===== src/hw/rtl/m4ta_pkg.sv =====
package m4ta_pkg;

  localparam int DATA_W = 32;
  localparam int ADDR_W = 4;
  localparam int DEPTH  = 16;
  localparam int PROD_W = 64;
  localparam int ACC_W  = 66;

  typedef enum logic [2:0] {
    CMD_IDENT = 3'd0,
    CMD_TRANS = 3'd1,
    CMD_WRITE = 3'd2,
    CMD_MUL   = 3'd3,
    CMD_READ  = 3'd4
  } cmd_t;

  typedef enum logic [3:0] {
    ST_CLEAR,
    ST_IDLE,
    ST_IDENT,
    ST_WRITE,
    ST_READ,
    ST_READ_W,
    ST_LOAD,
    ST_MAC,
    ST_DONE
  } state_t;

endpackage


===== src/hw/rtl/m4ta_if.sv =====
interface m4ta_in_if;
  logic               valid;
  logic               ready;
  logic [2:0]         cmd;
  logic [1:0]         col;
  logic [1:0]         row;
  logic signed [31:0] elem_value;
  logic signed [31:0] vec_x;
  logic signed [31:0] vec_y;
  logic signed [31:0] vec_z;

  modport source (output valid, cmd, col, row, elem_value, vec_x, vec_y, vec_z,
                  input ready);
  modport sink   (input valid, cmd, col, row, elem_value, vec_x, vec_y, vec_z,
                  output ready);
endinterface

interface m4ta_out_if;
  logic               valid;
  logic               ready;
  logic signed [31:0] read_value;
  logic               saturated;

  modport source (output valid, read_value, saturated, input ready);
  modport sink   (input valid, read_value, saturated, output ready);
endinterface


===== src/hw/rtl/m4ta_ram.sv =====
module m4ta_ram #(
  parameter int WIDTH = 32,
  parameter int DEPTH = 16
) (
  input  logic                     clk,
  input  logic                     we,
  input  logic [$clog2(DEPTH)-1:0] waddr,
  input  logic [WIDTH-1:0]         wdata,
  input  logic [$clog2(DEPTH)-1:0] raddr,
  output logic [WIDTH-1:0]         rdata
);

  logic [WIDTH-1:0] mem [DEPTH];

  always_ff @(posedge clk) begin
    if (we) begin
      mem[waddr] <= wdata;
    end
    rdata <= mem[raddr];
  end

endmodule


===== src/hw/rtl/matrix4_transform_accumulator.sv =====
// Throughput: one command at a time; multiply is bound by one shared 32x32 multiplier
// fed from one read port of each matrix RAM (one product per cycle, four per element).
// Reset: synchronous, active low; a clearing pass over the 16 words loads identity into
// the current matrix and zeros into the operand store, during which no beat is accepted.
module matrix4_transform_accumulator
  import m4ta_pkg::*;
#(
  parameter int FRAC_BITS = 16
) (
  input  logic      clk,
  input  logic      rst_n,
  m4ta_in_if.sink   in_bus,
  m4ta_out_if.source out_bus
);

  localparam logic signed [DATA_W-1:0] ONE_FIX = DATA_W'(1) << FRAC_BITS;

  state_t state_r, state_nxt;
  logic [3:0] cnt_r, cnt_nxt;
  logic [1:0] r_r, c_r;
  cmd_t       cmd_r;
  logic [1:0] col_r, row_r;
  logic signed [DATA_W-1:0] elem_r, vx_r, vy_r, vz_r;
  logic signed [DATA_W-1:0] rowq_r [4];
  logic signed [PROD_W-1:0] prod_r;
  logic signed [ACC_W-1:0]  acc_r;
  logic       sat_r;
  logic signed [DATA_W-1:0] res_val_r;
  logic       out_valid_r;
  logic signed [DATA_W-1:0] out_val_r;
  logic       out_sat_r;

  // RAM ports
  logic              cur_we, op_we;
  logic [ADDR_W-1:0] cur_waddr, cur_raddr, op_waddr, op_raddr;
  logic [DATA_W-1:0] cur_wdata, op_wdata, cur_rdata, op_rdata;

  logic       in_acc;
  logic       mac_end;
  logic       last_elem;
  logic [1:0] k_idx;
  logic signed [DATA_W-1:0] b_sel;
  logic signed [ACC_W-1:0]  shifted;
  logic       ovf;
  logic signed [DATA_W-1:0] sat_val;

  assign in_acc    = in_bus.valid && in_bus.ready;
  assign mac_end   = (state_r == ST_MAC) && (cnt_r == 4'd6);
  assign last_elem = (r_r == 2'd3) && ((cmd_r == CMD_TRANS) || (c_r == 2'd3));
  // k of the operand word that arrived this cycle
  assign k_idx     = cnt_r[1:0] - 2'd1;

  // Scale down by floor and clip to 32 bits
  assign shifted = acc_r >>> FRAC_BITS;
  assign ovf     = !((&shifted[ACC_W-1:DATA_W-1]) || !(|shifted[ACC_W-1:DATA_W-1]));
  assign sat_val = ovf ? (shifted[ACC_W-1] ? {1'b1, {(DATA_W-1){1'b0}}}
                                           : {1'b0, {(DATA_W-1){1'b1}}})
                       : shifted[DATA_W-1:0];

  // Translate is a dot product of the row with (x, y, z, 1.0)
  always_comb begin
    b_sel = op_rdata;
    if (cmd_r == CMD_TRANS) begin
      case (k_idx)
        2'd0:    b_sel = vx_r;
        2'd1:    b_sel = vy_r;
        2'd2:    b_sel = vz_r;
        default: b_sel = ONE_FIX;
      endcase
    end
  end

  // Next state
  always_comb begin
    state_nxt = state_r;
    case (state_r)
      ST_CLEAR:  if (cnt_r == 4'd15) state_nxt = ST_IDLE;
      ST_IDLE: begin
        if (in_acc) begin
          case (cmd_t'(in_bus.cmd))
            CMD_IDENT: state_nxt = ST_IDENT;
            CMD_TRANS: state_nxt = ST_LOAD;
            CMD_WRITE: state_nxt = ST_WRITE;
            CMD_MUL:   state_nxt = ST_LOAD;
            CMD_READ:  state_nxt = ST_READ;
            default:   state_nxt = ST_DONE;
          endcase
        end
      end
      ST_IDENT:  if (cnt_r == 4'd15) state_nxt = ST_DONE;
      ST_WRITE:  state_nxt = ST_DONE;
      ST_READ:   state_nxt = ST_READ_W;
      ST_READ_W: state_nxt = ST_DONE;
      ST_LOAD:   if (cnt_r == 4'd4) state_nxt = ST_MAC;
      ST_MAC: begin
        if (mac_end) begin
          if (last_elem) begin
            state_nxt = ST_DONE;
          end else if ((cmd_r == CMD_TRANS) || (c_r == 2'd3)) begin
            state_nxt = ST_LOAD;
          end
        end
      end
      ST_DONE:   if (!out_valid_r || out_bus.ready) state_nxt = ST_IDLE;
      default:   state_nxt = ST_CLEAR;
    endcase
  end

  assign cnt_nxt = ((state_nxt != state_r) || mac_end) ? 4'd0 : cnt_r + 4'd1;

  // Outputs: RAM control and handshake
  always_comb begin
    cur_we    = 1'b0;
    cur_waddr = cnt_r;
    cur_wdata = '0;
    cur_raddr = {col_r, row_r};
    op_we     = 1'b0;
    op_waddr  = cnt_r;
    op_wdata  = '0;
    op_raddr  = {c_r, cnt_r[1:0]};
    case (state_r)
      ST_CLEAR: begin
        cur_we    = 1'b1;
        cur_wdata = (cnt_r[3:2] == cnt_r[1:0]) ? ONE_FIX : '0;
        op_we     = 1'b1;
      end
      ST_IDENT: begin
        cur_we    = 1'b1;
        cur_wdata = (cnt_r[3:2] == cnt_r[1:0]) ? ONE_FIX : '0;
      end
      ST_WRITE: begin
        op_we    = 1'b1;
        op_waddr = {col_r, row_r};
        op_wdata = elem_r;
      end
      ST_LOAD: cur_raddr = {cnt_r[1:0], r_r};
      ST_MAC: begin
        cur_we    = mac_end;
        cur_waddr = {c_r, r_r};
        cur_wdata = sat_val;
      end
      default: ;
    endcase
  end

  assign in_bus.ready       = (state_r == ST_IDLE);
  assign out_bus.valid      = out_valid_r;
  assign out_bus.read_value = out_val_r;
  assign out_bus.saturated  = out_sat_r;

  // Control registers
  always_ff @(posedge clk) begin
    if (!rst_n) begin
      state_r     <= ST_CLEAR;
      cnt_r       <= '0;
      out_valid_r <= 1'b0;
    end else begin
      state_r <= state_nxt;
      cnt_r   <= cnt_nxt;
      if ((state_r == ST_DONE) && (state_nxt == ST_IDLE)) begin
        out_valid_r <= 1'b1;
      end else if (out_bus.ready) begin
        out_valid_r <= 1'b0;
      end
    end
  end

  // Datapath
  always_ff @(posedge clk) begin
    if (in_acc) begin
      cmd_r     <= cmd_t'(in_bus.cmd);
      col_r     <= in_bus.col;
      row_r     <= in_bus.row;
      elem_r    <= in_bus.elem_value;
      vx_r      <= in_bus.vec_x;
      vy_r      <= in_bus.vec_y;
      vz_r      <= in_bus.vec_z;
      r_r       <= 2'd0;
      c_r       <= (cmd_t'(in_bus.cmd) == CMD_TRANS) ? 2'd3 : 2'd0;
      sat_r     <= 1'b0;
      res_val_r <= '0;
    end
    // hold the old row while its new elements are written back
    if ((state_r == ST_LOAD) && (cnt_r != 4'd0)) begin
      rowq_r[k_idx] <= cur_rdata;
    end
    if (state_r == ST_MAC) begin
      if ((cnt_r >= 4'd1) && (cnt_r <= 4'd4)) begin
        prod_r <= PROD_W'(rowq_r[k_idx]) * PROD_W'(b_sel);
      end
      if (cnt_r == 4'd1) begin
        acc_r <= '0;
      end else if ((cnt_r >= 4'd2) && (cnt_r <= 4'd5)) begin
        acc_r <= acc_r + ACC_W'(prod_r);
      end
      if (mac_end) begin
        sat_r <= sat_r | ovf;
        if ((cmd_r == CMD_TRANS) || (c_r == 2'd3)) begin
          r_r <= r_r + 2'd1;
          if (cmd_r != CMD_TRANS) c_r <= 2'd0;
        end else begin
          c_r <= c_r + 2'd1;
        end
      end
    end
    if (state_r == ST_READ_W) begin
      res_val_r <= cur_rdata;
    end
    if ((state_r == ST_DONE) && (state_nxt == ST_IDLE)) begin
      out_val_r <= res_val_r;
      out_sat_r <= sat_r;
    end
  end

  m4ta_ram #(.WIDTH(DATA_W), .DEPTH(DEPTH)) u_cur_ram (
    .clk   (clk),
    .we    (cur_we),
    .waddr (cur_waddr),
    .wdata (cur_wdata),
    .raddr (cur_raddr),
    .rdata (cur_rdata)
  );

  m4ta_ram #(.WIDTH(DATA_W), .DEPTH(DEPTH)) u_op_ram (
    .clk   (clk),
    .we    (op_we),
    .waddr (op_waddr),
    .wdata (op_wdata),
    .raddr (op_raddr),
    .rdata (op_rdata)
  );

endmodule

===== src/flat_wrapper.sv =====
// flat-port wrapper written by rule: the top's interface ports become plain ports
module matrix4_transform_accumulator_flat import m4ta_pkg::*;
#(
  parameter int FRAC_BITS = 16
)
  (clk, rst_n, in_bus_valid, in_bus_cmd, in_bus_col, in_bus_row, in_bus_elem_value, in_bus_vec_x, in_bus_vec_y, in_bus_vec_z, in_bus_ready, out_bus_valid, out_bus_read_value, out_bus_saturated, out_bus_ready);
  m4ta_in_if in_bus_i ();
  m4ta_out_if out_bus_i ();
  input  logic clk;
  input  logic rst_n;
  input wire logic [$bits(in_bus_i.valid)-1:0] in_bus_valid;
  input wire logic [$bits(in_bus_i.cmd)-1:0] in_bus_cmd;
  input wire logic [$bits(in_bus_i.col)-1:0] in_bus_col;
  input wire logic [$bits(in_bus_i.row)-1:0] in_bus_row;
  input wire logic [$bits(in_bus_i.elem_value)-1:0] in_bus_elem_value;
  input wire logic [$bits(in_bus_i.vec_x)-1:0] in_bus_vec_x;
  input wire logic [$bits(in_bus_i.vec_y)-1:0] in_bus_vec_y;
  input wire logic [$bits(in_bus_i.vec_z)-1:0] in_bus_vec_z;
  output wire logic [$bits(in_bus_i.ready)-1:0] in_bus_ready;
  output wire logic [$bits(out_bus_i.valid)-1:0] out_bus_valid;
  output wire logic [$bits(out_bus_i.read_value)-1:0] out_bus_read_value;
  output wire logic [$bits(out_bus_i.saturated)-1:0] out_bus_saturated;
  input wire logic [$bits(out_bus_i.ready)-1:0] out_bus_ready;
  assign in_bus_i.valid = in_bus_valid;
  assign in_bus_i.cmd = in_bus_cmd;
  assign in_bus_i.col = in_bus_col;
  assign in_bus_i.row = in_bus_row;
  assign in_bus_i.elem_value = in_bus_elem_value;
  assign in_bus_i.vec_x = in_bus_vec_x;
  assign in_bus_i.vec_y = in_bus_vec_y;
  assign in_bus_i.vec_z = in_bus_vec_z;
  assign in_bus_ready = in_bus_i.ready;
  assign out_bus_valid = out_bus_i.valid;
  assign out_bus_read_value = out_bus_i.read_value;
  assign out_bus_saturated = out_bus_i.saturated;
  assign out_bus_i.ready = out_bus_ready;
  matrix4_transform_accumulator #(.FRAC_BITS(FRAC_BITS)) u_core (.clk(clk), .rst_n(rst_n), .in_bus(in_bus_i), .out_bus(out_bus_i));
endmodule

===== config.mk =====
export PLATFORM = sky130hd
export DESIGN_NAME = matrix4_transform_accumulator_flat
export DESIGN_NICKNAME = d
export VERILOG_FILES = /design/src/hw/rtl/m4ta_pkg.sv /design/src/hw/rtl/m4ta_if.sv /design/src/hw/rtl/m4ta_ram.sv /design/src/hw/rtl/matrix4_transform_accumulator.sv /design/src/flat_wrapper.sv
export SDC_FILE = /design/constraint.sdc
export NUM_CORES = 2
export LEC_CHECK = 0
export BUFFER_PORTS_ARGS = -buffer_cell sky130_fd_sc_hd__clkbuf_2
export CORE_ASPECT_RATIO = 1.75
export CORE_MARGIN = 1.5
export CORE_UTILIZATION = 41
export CTS_CLUSTER_DIAMETER = 50
export DETAILED_ROUTE_END_ITERATION = 12
export PLACE_DENSITY = 0.57
export SLEW_MARGIN = 40
export SYNTH_ARGS = -nofsm -noshare
export SYNTH_HDL_FRONTEND = slang
export SYNTH_SLANG_ARGS = --single-unit
export TNS_END_PERCENT = 1

===== constraint.sdc =====
create_clock -name clk -period 13.5 [get_ports clk]
set_input_delay 1.35 -clock clk [delete_from_list [all_inputs] [get_ports clk]]
set_output_delay 1.35 -clock clk [all_outputs]
set_load 0.01 [all_outputs]

Word-level counts from Yosys, hierarchy flattened
Memories as Yosys holds them, arrays and structs flattened. A register that Yosys moved wholly into a read port is not among the register bits.
Index checks and enable logic that the tools add are counted.
{"block": "totals", "regBits": 344, "ramBits": 1152, "input_bits": 139, "output_inout_bits": 35, "elab_cells": 134, "n_memories": 3}
{"memory": "u_core.u_cur_ram.mem", "words": 16, "word_bits": 32, "rd": 1, "rd_ports_with_merged_regs": 1, "wr": 1, "line_no": "m4ta_ram.sv:13", "text": "logic [WIDTH-1:0] mem [DEPTH];"}
{"memory": "u_core.u_op_ram.mem", "words": 16, "word_bits": 32, "rd": 1, "rd_ports_with_merged_regs": 1, "wr": 1, "line_no": "m4ta_ram.sv:13"}
{"memory": "u_core.rowq_r", "words": 4, "word_bits": 32, "rd": 1, "rd_ports_with_merged_regs": 0, "wr": 1, "line_no": "matrix4_transform_accumulator.sv:24", "text": "logic signed [DATA_W-1:0] rowq_r [4];"}
{"block": "classes", "addsub": 5, "multipliers": 1, "n_lt_le_gt_ge": 4, "n_eq_ne": 25, "muxes": 46, "n_bitwise": 2, "reduce_logical": 30}
{"op": "two-way mux 32 bit", "n": 6}
{"op": "case mux 32 bit (3 select lines)", "n": 1}
{"op": "adder 66 x 64 -> 66 bit", "n": 1}
{"op": "two-way mux 66 bit", "n": 1}
{"op": "multiplier 32 x 32 -> 64 bit", "n": 1}
{"op": "case mux 32 bit (2 select lines)", "n": 1}
{"op": "two-way mux 4 bit", "n": 11}
{"op": "case mux 4 bit (8 select lines)", "n": 1}
{"op": "== test 4 x 3 -> 1 bit (second input constant)", "n": 6}
{"op": "two-way mux 2 bit", "n": 10}
{"op": "AND reduction 19 bit", "n": 1}
{"op": "OR reduction 19 bit", "n": 1}
{"op": "two-way mux 17 bit", "n": 1}
{"op": "case mux 4 bit (4 select lines)", "n": 1}
{"op": "== test 4 x 1 -> 1 bit (second input constant)", "n": 3}
{"op": "two-way mux 1 bit", "n": 12}
{"op": "OR reduction 2 bit", "n": 5}
{"op": "== test 4 x 2 -> 1 bit (second input constant)", "n": 2}
{"op": "== test 4 bit (second input constant)", "n": 2}
{"op": "<= comparator 4 x 3 -> 1 bit (second input constant)", "n": 2}
{"op": "logical AND 1 bit", "n": 7}
{"op": "== test 2 bit (second input constant)", "n": 3}
{"op": "== test 3 x 1 -> 1 bit (second input constant)", "n": 2}
{"op": "== test 3 x 2 -> 1 bit (second input constant)", "n": 2}
{"op": "other kinds (21)", "n": 30}

Longest topological paths before layout
{"block": "logic_depth", "ltp_word": 9, "ltp_mapped": 40, "mapped_depth_nobuf": 35}

Hierarchy
A second synthesis with hierarchy kept.
{"block": "hier_totals", "cells_unflattened": 7218, "area_unflattened_um2": 96483.8}
{"module": "matrix4_transform_accumulator", "instances": 1, "cells_each": 5542, "area_per_inst_um2": 56794.5, "seq_area_each_um2": 14033.5}
{"module": "m4ta_ram (u_core.u_op_ram)", "instances": 1, "cells_each": 838, "area_per_inst_um2": 19854.0, "seq_area_each_um2": 16015.4}
{"module": "m4ta_ram (u_core.u_cur_ram)", "instances": 1, "cells_each": 838, "area_per_inst_um2": 19835.3, "seq_area_each_um2": 16015.4}

Worst setup path before layout
No wires, ideal clock.
{"block": "synth_timing", "path_kind": "reg2reg", "startpoint": "register u_core.cnt_r[0]", "endpoint": "register u_core.prod_r[63], data pin", "setup_time_ps": 261, "arrival_ps": 9729, "t_required_ps": 13239, "slack_ps": 3510, "stages_incl_launch_ff": 37, "n_path_buf": 7, "synth_period_minus_slack_ps": 9990, "path_cell_list": "dfxtp_1 -> buf_2 -> buf_1 -> buf_1 -> inv_1 -> ha_1 -> clkbuf_1 -> clkbuf_1 -> a22oi_1 -> nand2_1 -> a22oi_1 -> clkbuf_1 -> nor2_1 -> fa_1 -> inv_1 -> fa_1 -> inv_1 -> fa_1 -> fa_1 -> inv_1 -> fa_1 -> inv_1 -> fa_1 -> inv_1 -> fa_1 -> inv_1 -> fa_1 -> ha_1 -> clkbuf_1 -> nand4_1 -> nor2_1 -> nand3_1 -> a211oi_1 -> o21ai_1 -> a21oi_1 -> nor4_1 -> a311o_1"}
{"block": "synth_via", "elab_chain_len": 5, "elab_cells_between_ends": 8, "cone_classes": "add/sub (1); mul (1); eq/ne (2); mux (2); reduce/logical (1); memory (1)"}
{"item": "start, declared", "line_no": "matrix4_transform_accumulator.sv:19", "text": "logic [3:0] cnt_r, cnt_nxt;"}
{"item": "start signal, assigned", "line_no": "matrix4_transform_accumulator.sv:159", "text": "cnt_r <= cnt_nxt;"}
{"item": "subtractor 2 x 1 -> 2 bit *", "line_no": "matrix4_transform_accumulator.sv:51", "text": "assign k_idx = cnt_r[1:0] - 2'd1;"}
{"item": "named net u_core.k_idx[0]", "line_no": "matrix4_transform_accumulator.sv:41", "text": "logic [1:0] k_idx;"}
{"item": "== test 2 bit, or another cell as far along", "line_no": "matrix4_transform_accumulator.sv:64", "text": "case (k_idx)"}
{"item": "case mux 32 bit (3 select lines)", "line_no": "matrix4_transform_accumulator.sv:64"}
{"item": "two-way mux 32 bit", "line_no": "matrix4_transform_accumulator.sv:63", "text": "if (cmd_r == CMD_TRANS) begin"}
{"item": "multiplier 32 x 32 -> 64 bit *", "line_no": "matrix4_transform_accumulator.sv:189", "text": "prod_r <= PROD_W'(rowq_r[k_idx]) * PROD_W'(b_sel);"}
{"item": "end signal, assigned", "line_no": "matrix4_transform_accumulator.sv:189"}
{"item": "end, declared", "line_no": "matrix4_transform_accumulator.sv:25", "text": "logic signed [PROD_W-1:0] prod_r;"}
Mark *: on every way through the listed nets, which the timed path passes. The rest lies on a longest branch.
A chain may end at the register's enable or synchronous reset.

Final worst setup path
Ends and elaborated chain as after synthesis.

==> qor.log <==
INFO  power_and_ir_drop totalPowerFinal=24.98mW
INFO  setup_path     worstRegToRegCells=32
INFO  clock_network  cts.root.buffer_cell=sky130_fd_sc_hd__clkbuf_16
INFO  clock_network  ctsHtreeMaxLevel=4
INFO  placed_design  dp.final_hpwl=221.3mm
INFO  yosys          share_of_synthesized_registers_carrying_an_async_set_or_reset=0%
INFO  clock_network  cts_num_sinks=1560
INFO  cells_and_area postLayoutCellArea=107600squm
INFO  grt            wire_length_of_the_first_global_routing_pass=444.5mm
INFO  run            maxCapViolCount=0
INFO  setup_path     critPathRequiredTime=14.05ns
INFO  setup_path     reg2reg_from=u_core.cnt_r[0]
INFO  timing         whs=0.4122ns
INFO  placed_design  place.port_buffers=173
INFO  clock_network  post_cts_buffers=0
INFO  route          routed_antenna_nets=0
INFO  clock_network  postCtsHoldBufs=0
INFO  grt            initial_antenna_violation_count=20
INFO  timing         final.period_utilization=83.43%
INFO  yosys          synth_largest_type_area_fraction=45.69%
INFO  setup_path     critPathMostFrequentCell=sky130_fd_sc_hd__fa_1
INFO  die            fp.dieW=371.4microns
INFO  setup_path     critPathCapture=u_core.prod_r[63]
INFO  cells_and_area drive_gt1_share=11.27%
INFO  clock_network  clk_path_buf_depth=4
INFO  timing         fin_setup_tns=0ns
INFO  setup_path     crit-reg2reg-capture=u_core.prod_r[63]
INFO  clock_network  clkTransAtPathRegs=0.07ns
INFO  timing         max_clock_freq=88.79MHz
INFO  route          drtIter0Drc=4815
INFO  grt            grtUsageTotal=25.88%
INFO  die            top_level_ports=174
INFO  timing         worst_slack=2.237ns
INFO  timing         actual_slew_at_the_worst_max_slew_pin=0.8788ns
INFO  placed_design  dp_slack=2.389ns
INFO  setup_path     crit_start_category=register
INFO  yosys          synthTopCellsByCount=sky130_fd_sc_hd__edfxtp_1, sky130_fd_sc_hd__fa_1, sky130_fd_sc_hd__inv_1
INFO  timing         final.setup_skew=0.07639ns
INFO  clock_network  cts_inserted_buffers=151
INFO  yosys          synth-edff-count=1482
INFO  timing         relSlewSlack=41.20%
INFO  placed_design  placedCellCount=10.76k
INFO  route          wirelength=310.7mm
INFO  setup_path     end_kind=register
INFO  setup_path     critical-path-max-stage-delay=1.02ns
INFO  timing         grt_setup_unrepaired=false
INFO  cells_and_area num-fill-cells=21.39k
INFO  setup_path     cp.buffers_inverters=10
INFO  setup_path     rrSetupSlack=2.24ns
INFO  cells_and_area area_growth_syn_to_layout=10.49%
INFO  setup_path     crit_start=u_core.cnt_r[0]
INFO  route          first_pass_iters=6
INFO  yosys          synthesized_instance_count=7722
INFO  power_and_ir_drop vdd_ir_drop_max=0.4153mV
INFO  yosys          synth_fp_nets=9202
INFO  timing         period_needed=11.26ns
INFO  grt            global_route.overflow_total=0
INFO  die            floorplan.die.height=647.8microns
INFO  die            design.die.area=240600squm
INFO  die            floorplan.rows=236
INFO  timing         finalSetupViolCount=0
INFO  yosys          ys_dominant_reg_cell=sky130_fd_sc_hd__edfxtp_1
INFO  yosys          synth.area.top_cells=sky130_fd_sc_hd__edfxtp_1, sky130_fd_sc_hd__fa_1, sky130_fd_sc_hd__inv_1
INFO  yosys          synth_register_bits=1560
INFO  route          routed_wire_length_per_instance=28.15microns
INFO  setup_path     critPathSlowestCell=sky130_fd_sc_hd__fa_1
INFO  clock_network  tritoncts=done
INFO  cells_and_area utilization=45.56%
INFO  min_path       hp-class=register to register
INFO  yosys          synth_cell_types=80
INFO  cells_and_area fin_nets=9307
INFO  run_status     run_status=finished, final reports clean
INFO  die            start_util=41.23%
INFO  route          routed_via_density=5.640
INFO  clock_network  clock_insertion_delay_worst_skew=0.83ns
INFO  setup_path     worstPathMaxFanout=41
INFO  yosys          synth_top_cell_by_area=sky130_fd_sc_hd__edfxtp_1
INFO  yosys          synth.yosys.seq_area_share=47.29%
INFO  route          remaining_drc_errors=0
INFO  grt            grt_max_degree=91
INFO  route          dr_total_vias=62.24k
INFO  placed_design  placedInstanceArea=102700squm
INFO  timing         hold_viol_final=0
INFO  cells_and_area finalNonFillerCells=11.04k
INFO  yosys          post_synth_instance_area=97400squm
INFO  yosys          synth.avg_cell_area=12.61squm
INFO  setup_path     crit_cells=32
INFO  die            fp.coreArea=236200squm
INFO  grt            number_of_global_route_vias_before_repair=65.93k
INFO  yosys          yosys_warnings=0
INFO  placed_design  globalplace.congestion=0.9930
INFO  clock_network  postCtsResizedCells=0
INFO  timing         finalMaxSlewViolations=0
INFO  power_and_ir_drop power_leakage=43.59nW
INFO  yosys          synthMostInstantiatedCell=sky130_fd_sc_hd__edfxtp_1
INFO  setup_path     critPathTopFamily=adder cells
INFO  power_and_ir_drop power.density=232.1nW/um^2
INFO  setup_path     arrival=11.81ns
INFO  setup_path     setup.worst_path.class=register to register
## power by group
group | switching [mW] | internal, mW | leakage, nW | total, mW
Sequential | 0.0472 | 5.81 | 15.9 | 5.85
Combinational | 9.55 | 5.39 | 25.3 | 14.9
Clock | 1.84 | 2.35 | 2.35 | 4.19
## metal layers
| metal | vias to the layer above | part of all wire (%) | wire [microns] | track usage, % |
|---|---|---|---|---|
| met3 | 899 | 5.0 | 15690 | 3.264 |
| met2 | 2394 | 53 | 163900 | 47.03 |
| met5 | - | 0.010 | 31 | 0 |
| met4 | 6 | 8.0 | 24820 | 17.44 |
| li1 | 26370 | - | - | - |
| met1 | 32572 | 34 | 106200 | 27.85 |
## registers in the layout, indices dropped and copies added (netlist names), 64 cells and up
name and cells:
u_core.u_cur_ram.mem 512, u_core.u_op_ram.mem 512, u_core.rowq_r 128, u_core.acc_r 66, u_core.prod_r 64
## worst min path at each step
stage	endpoint	slack, ns	startpoint	cells past startpoint
final	u_core.out_bus.read_value[27]	0.41	u_core.res_val_r[27]	0
after global routing	u_core.out_bus.read_value[22]	0.43	u_core.res_val_r[22]	0
after CTS	u_core.out_bus.read_value[27]	0.41	u_core.res_val_r[27]	0
after detailed placement	u_core.out_bus.read_value[17]	0.41	u_core.res_val_r[17]	0
after global placement	u_core.out_bus.read_value[1]	0.41	u_core.res_val_r[1]	0
after floorplan	u_core.out_bus.read_value[0]	0.40	u_core.res_val_r[0]	0
## worst register-to-register path: cells and delay by family (launching register included)
family | cells | cell delay, ns
AND/OR/NAND/NOR | 6 | 0.79
buffers and inverters | 10 | 2.18
flip-flops | 1 | 0.80
adder cells (fa/ha/maj) | 10 | 5.63
AO/OA/AOI/OAI | 6 | 1.57
## cell type report
cell class	count	area (sq um)	share of cell area, %
multi-input combinational	4749	46620	43.32
sequential	1560	46080	42.82
clock buffer	179	3969	3.688
tap	3094	3871	3.597
inverter	998	3751	3.486
timing repair buffer	367	2491	2.315
clock inverter	86	834.6	0.7755
antenna	3	7.507	0.006976
## cells in the final DEF (no fill, tap or decap), types with 26 or more instances in the layout
cell type	instances
sky130_fd_sc_hd__nand4_1	31
sky130_fd_sc_hd__a31oi_1	79
sky130_fd_sc_hd__nand3_1	32
sky130_fd_sc_hd__mux2i_1	39
sky130_fd_sc_hd__a21oi_1	210
sky130_fd_sc_hd__xor2_1	47
sky130_fd_sc_hd__a22oi_1	28
sky130_fd_sc_hd__o21ai_0	86
sky130_fd_sc_hd__nand2_1	924
sky130_fd_sc_hd__clkbuf_16	155
sky130_fd_sc_hd__mux2_2	32
sky130_fd_sc_hd__mux4_2	160
sky130_fd_sc_hd__o21ai_1	30
sky130_fd_sc_hd__clkbuf_2	174
sky130_fd_sc_hd__nor3_1	32
sky130_fd_sc_hd__buf_4	165
sky130_fd_sc_hd__ha_1	255
sky130_fd_sc_hd__xnor2_1	80
sky130_fd_sc_hd__nand2b_1	26
sky130_fd_sc_hd__clkinv_2	29
sky130_fd_sc_hd__o21a_1	59
sky130_fd_sc_hd__nor2_1	647
sky130_fd_sc_hd__fa_1	1083
sky130_fd_sc_hd__a311oi_1	65
sky130_fd_sc_hd__dfxtp_1	74
sky130_fd_sc_hd__and2_1	221
sky130_fd_sc_hd__inv_1	996
sky130_fd_sc_hd__nor2_4	34
sky130_fd_sc_hd__a21o_1	105
sky130_fd_sc_hd__edfxtp_1	1482
sky130_fd_sc_hd__a211oi_1	180
## logic make-up (layout without fill, tap and decap cells)
logic type	count (synthesis)	count (layout)	share of synthesized area, %
mux	236	236	4.523
flops	1560	1560	47.29
buf+inv	1413	1630	5.493
other cells	0	3	0
xor+xnor	129	129	1.160
simple gates	2025	2025	8.841
fa+ha+maj	1341	1341	25.57
compound gates	1018	1018	7.117
No activity file was read; power rests on OpenSTA's default activity.
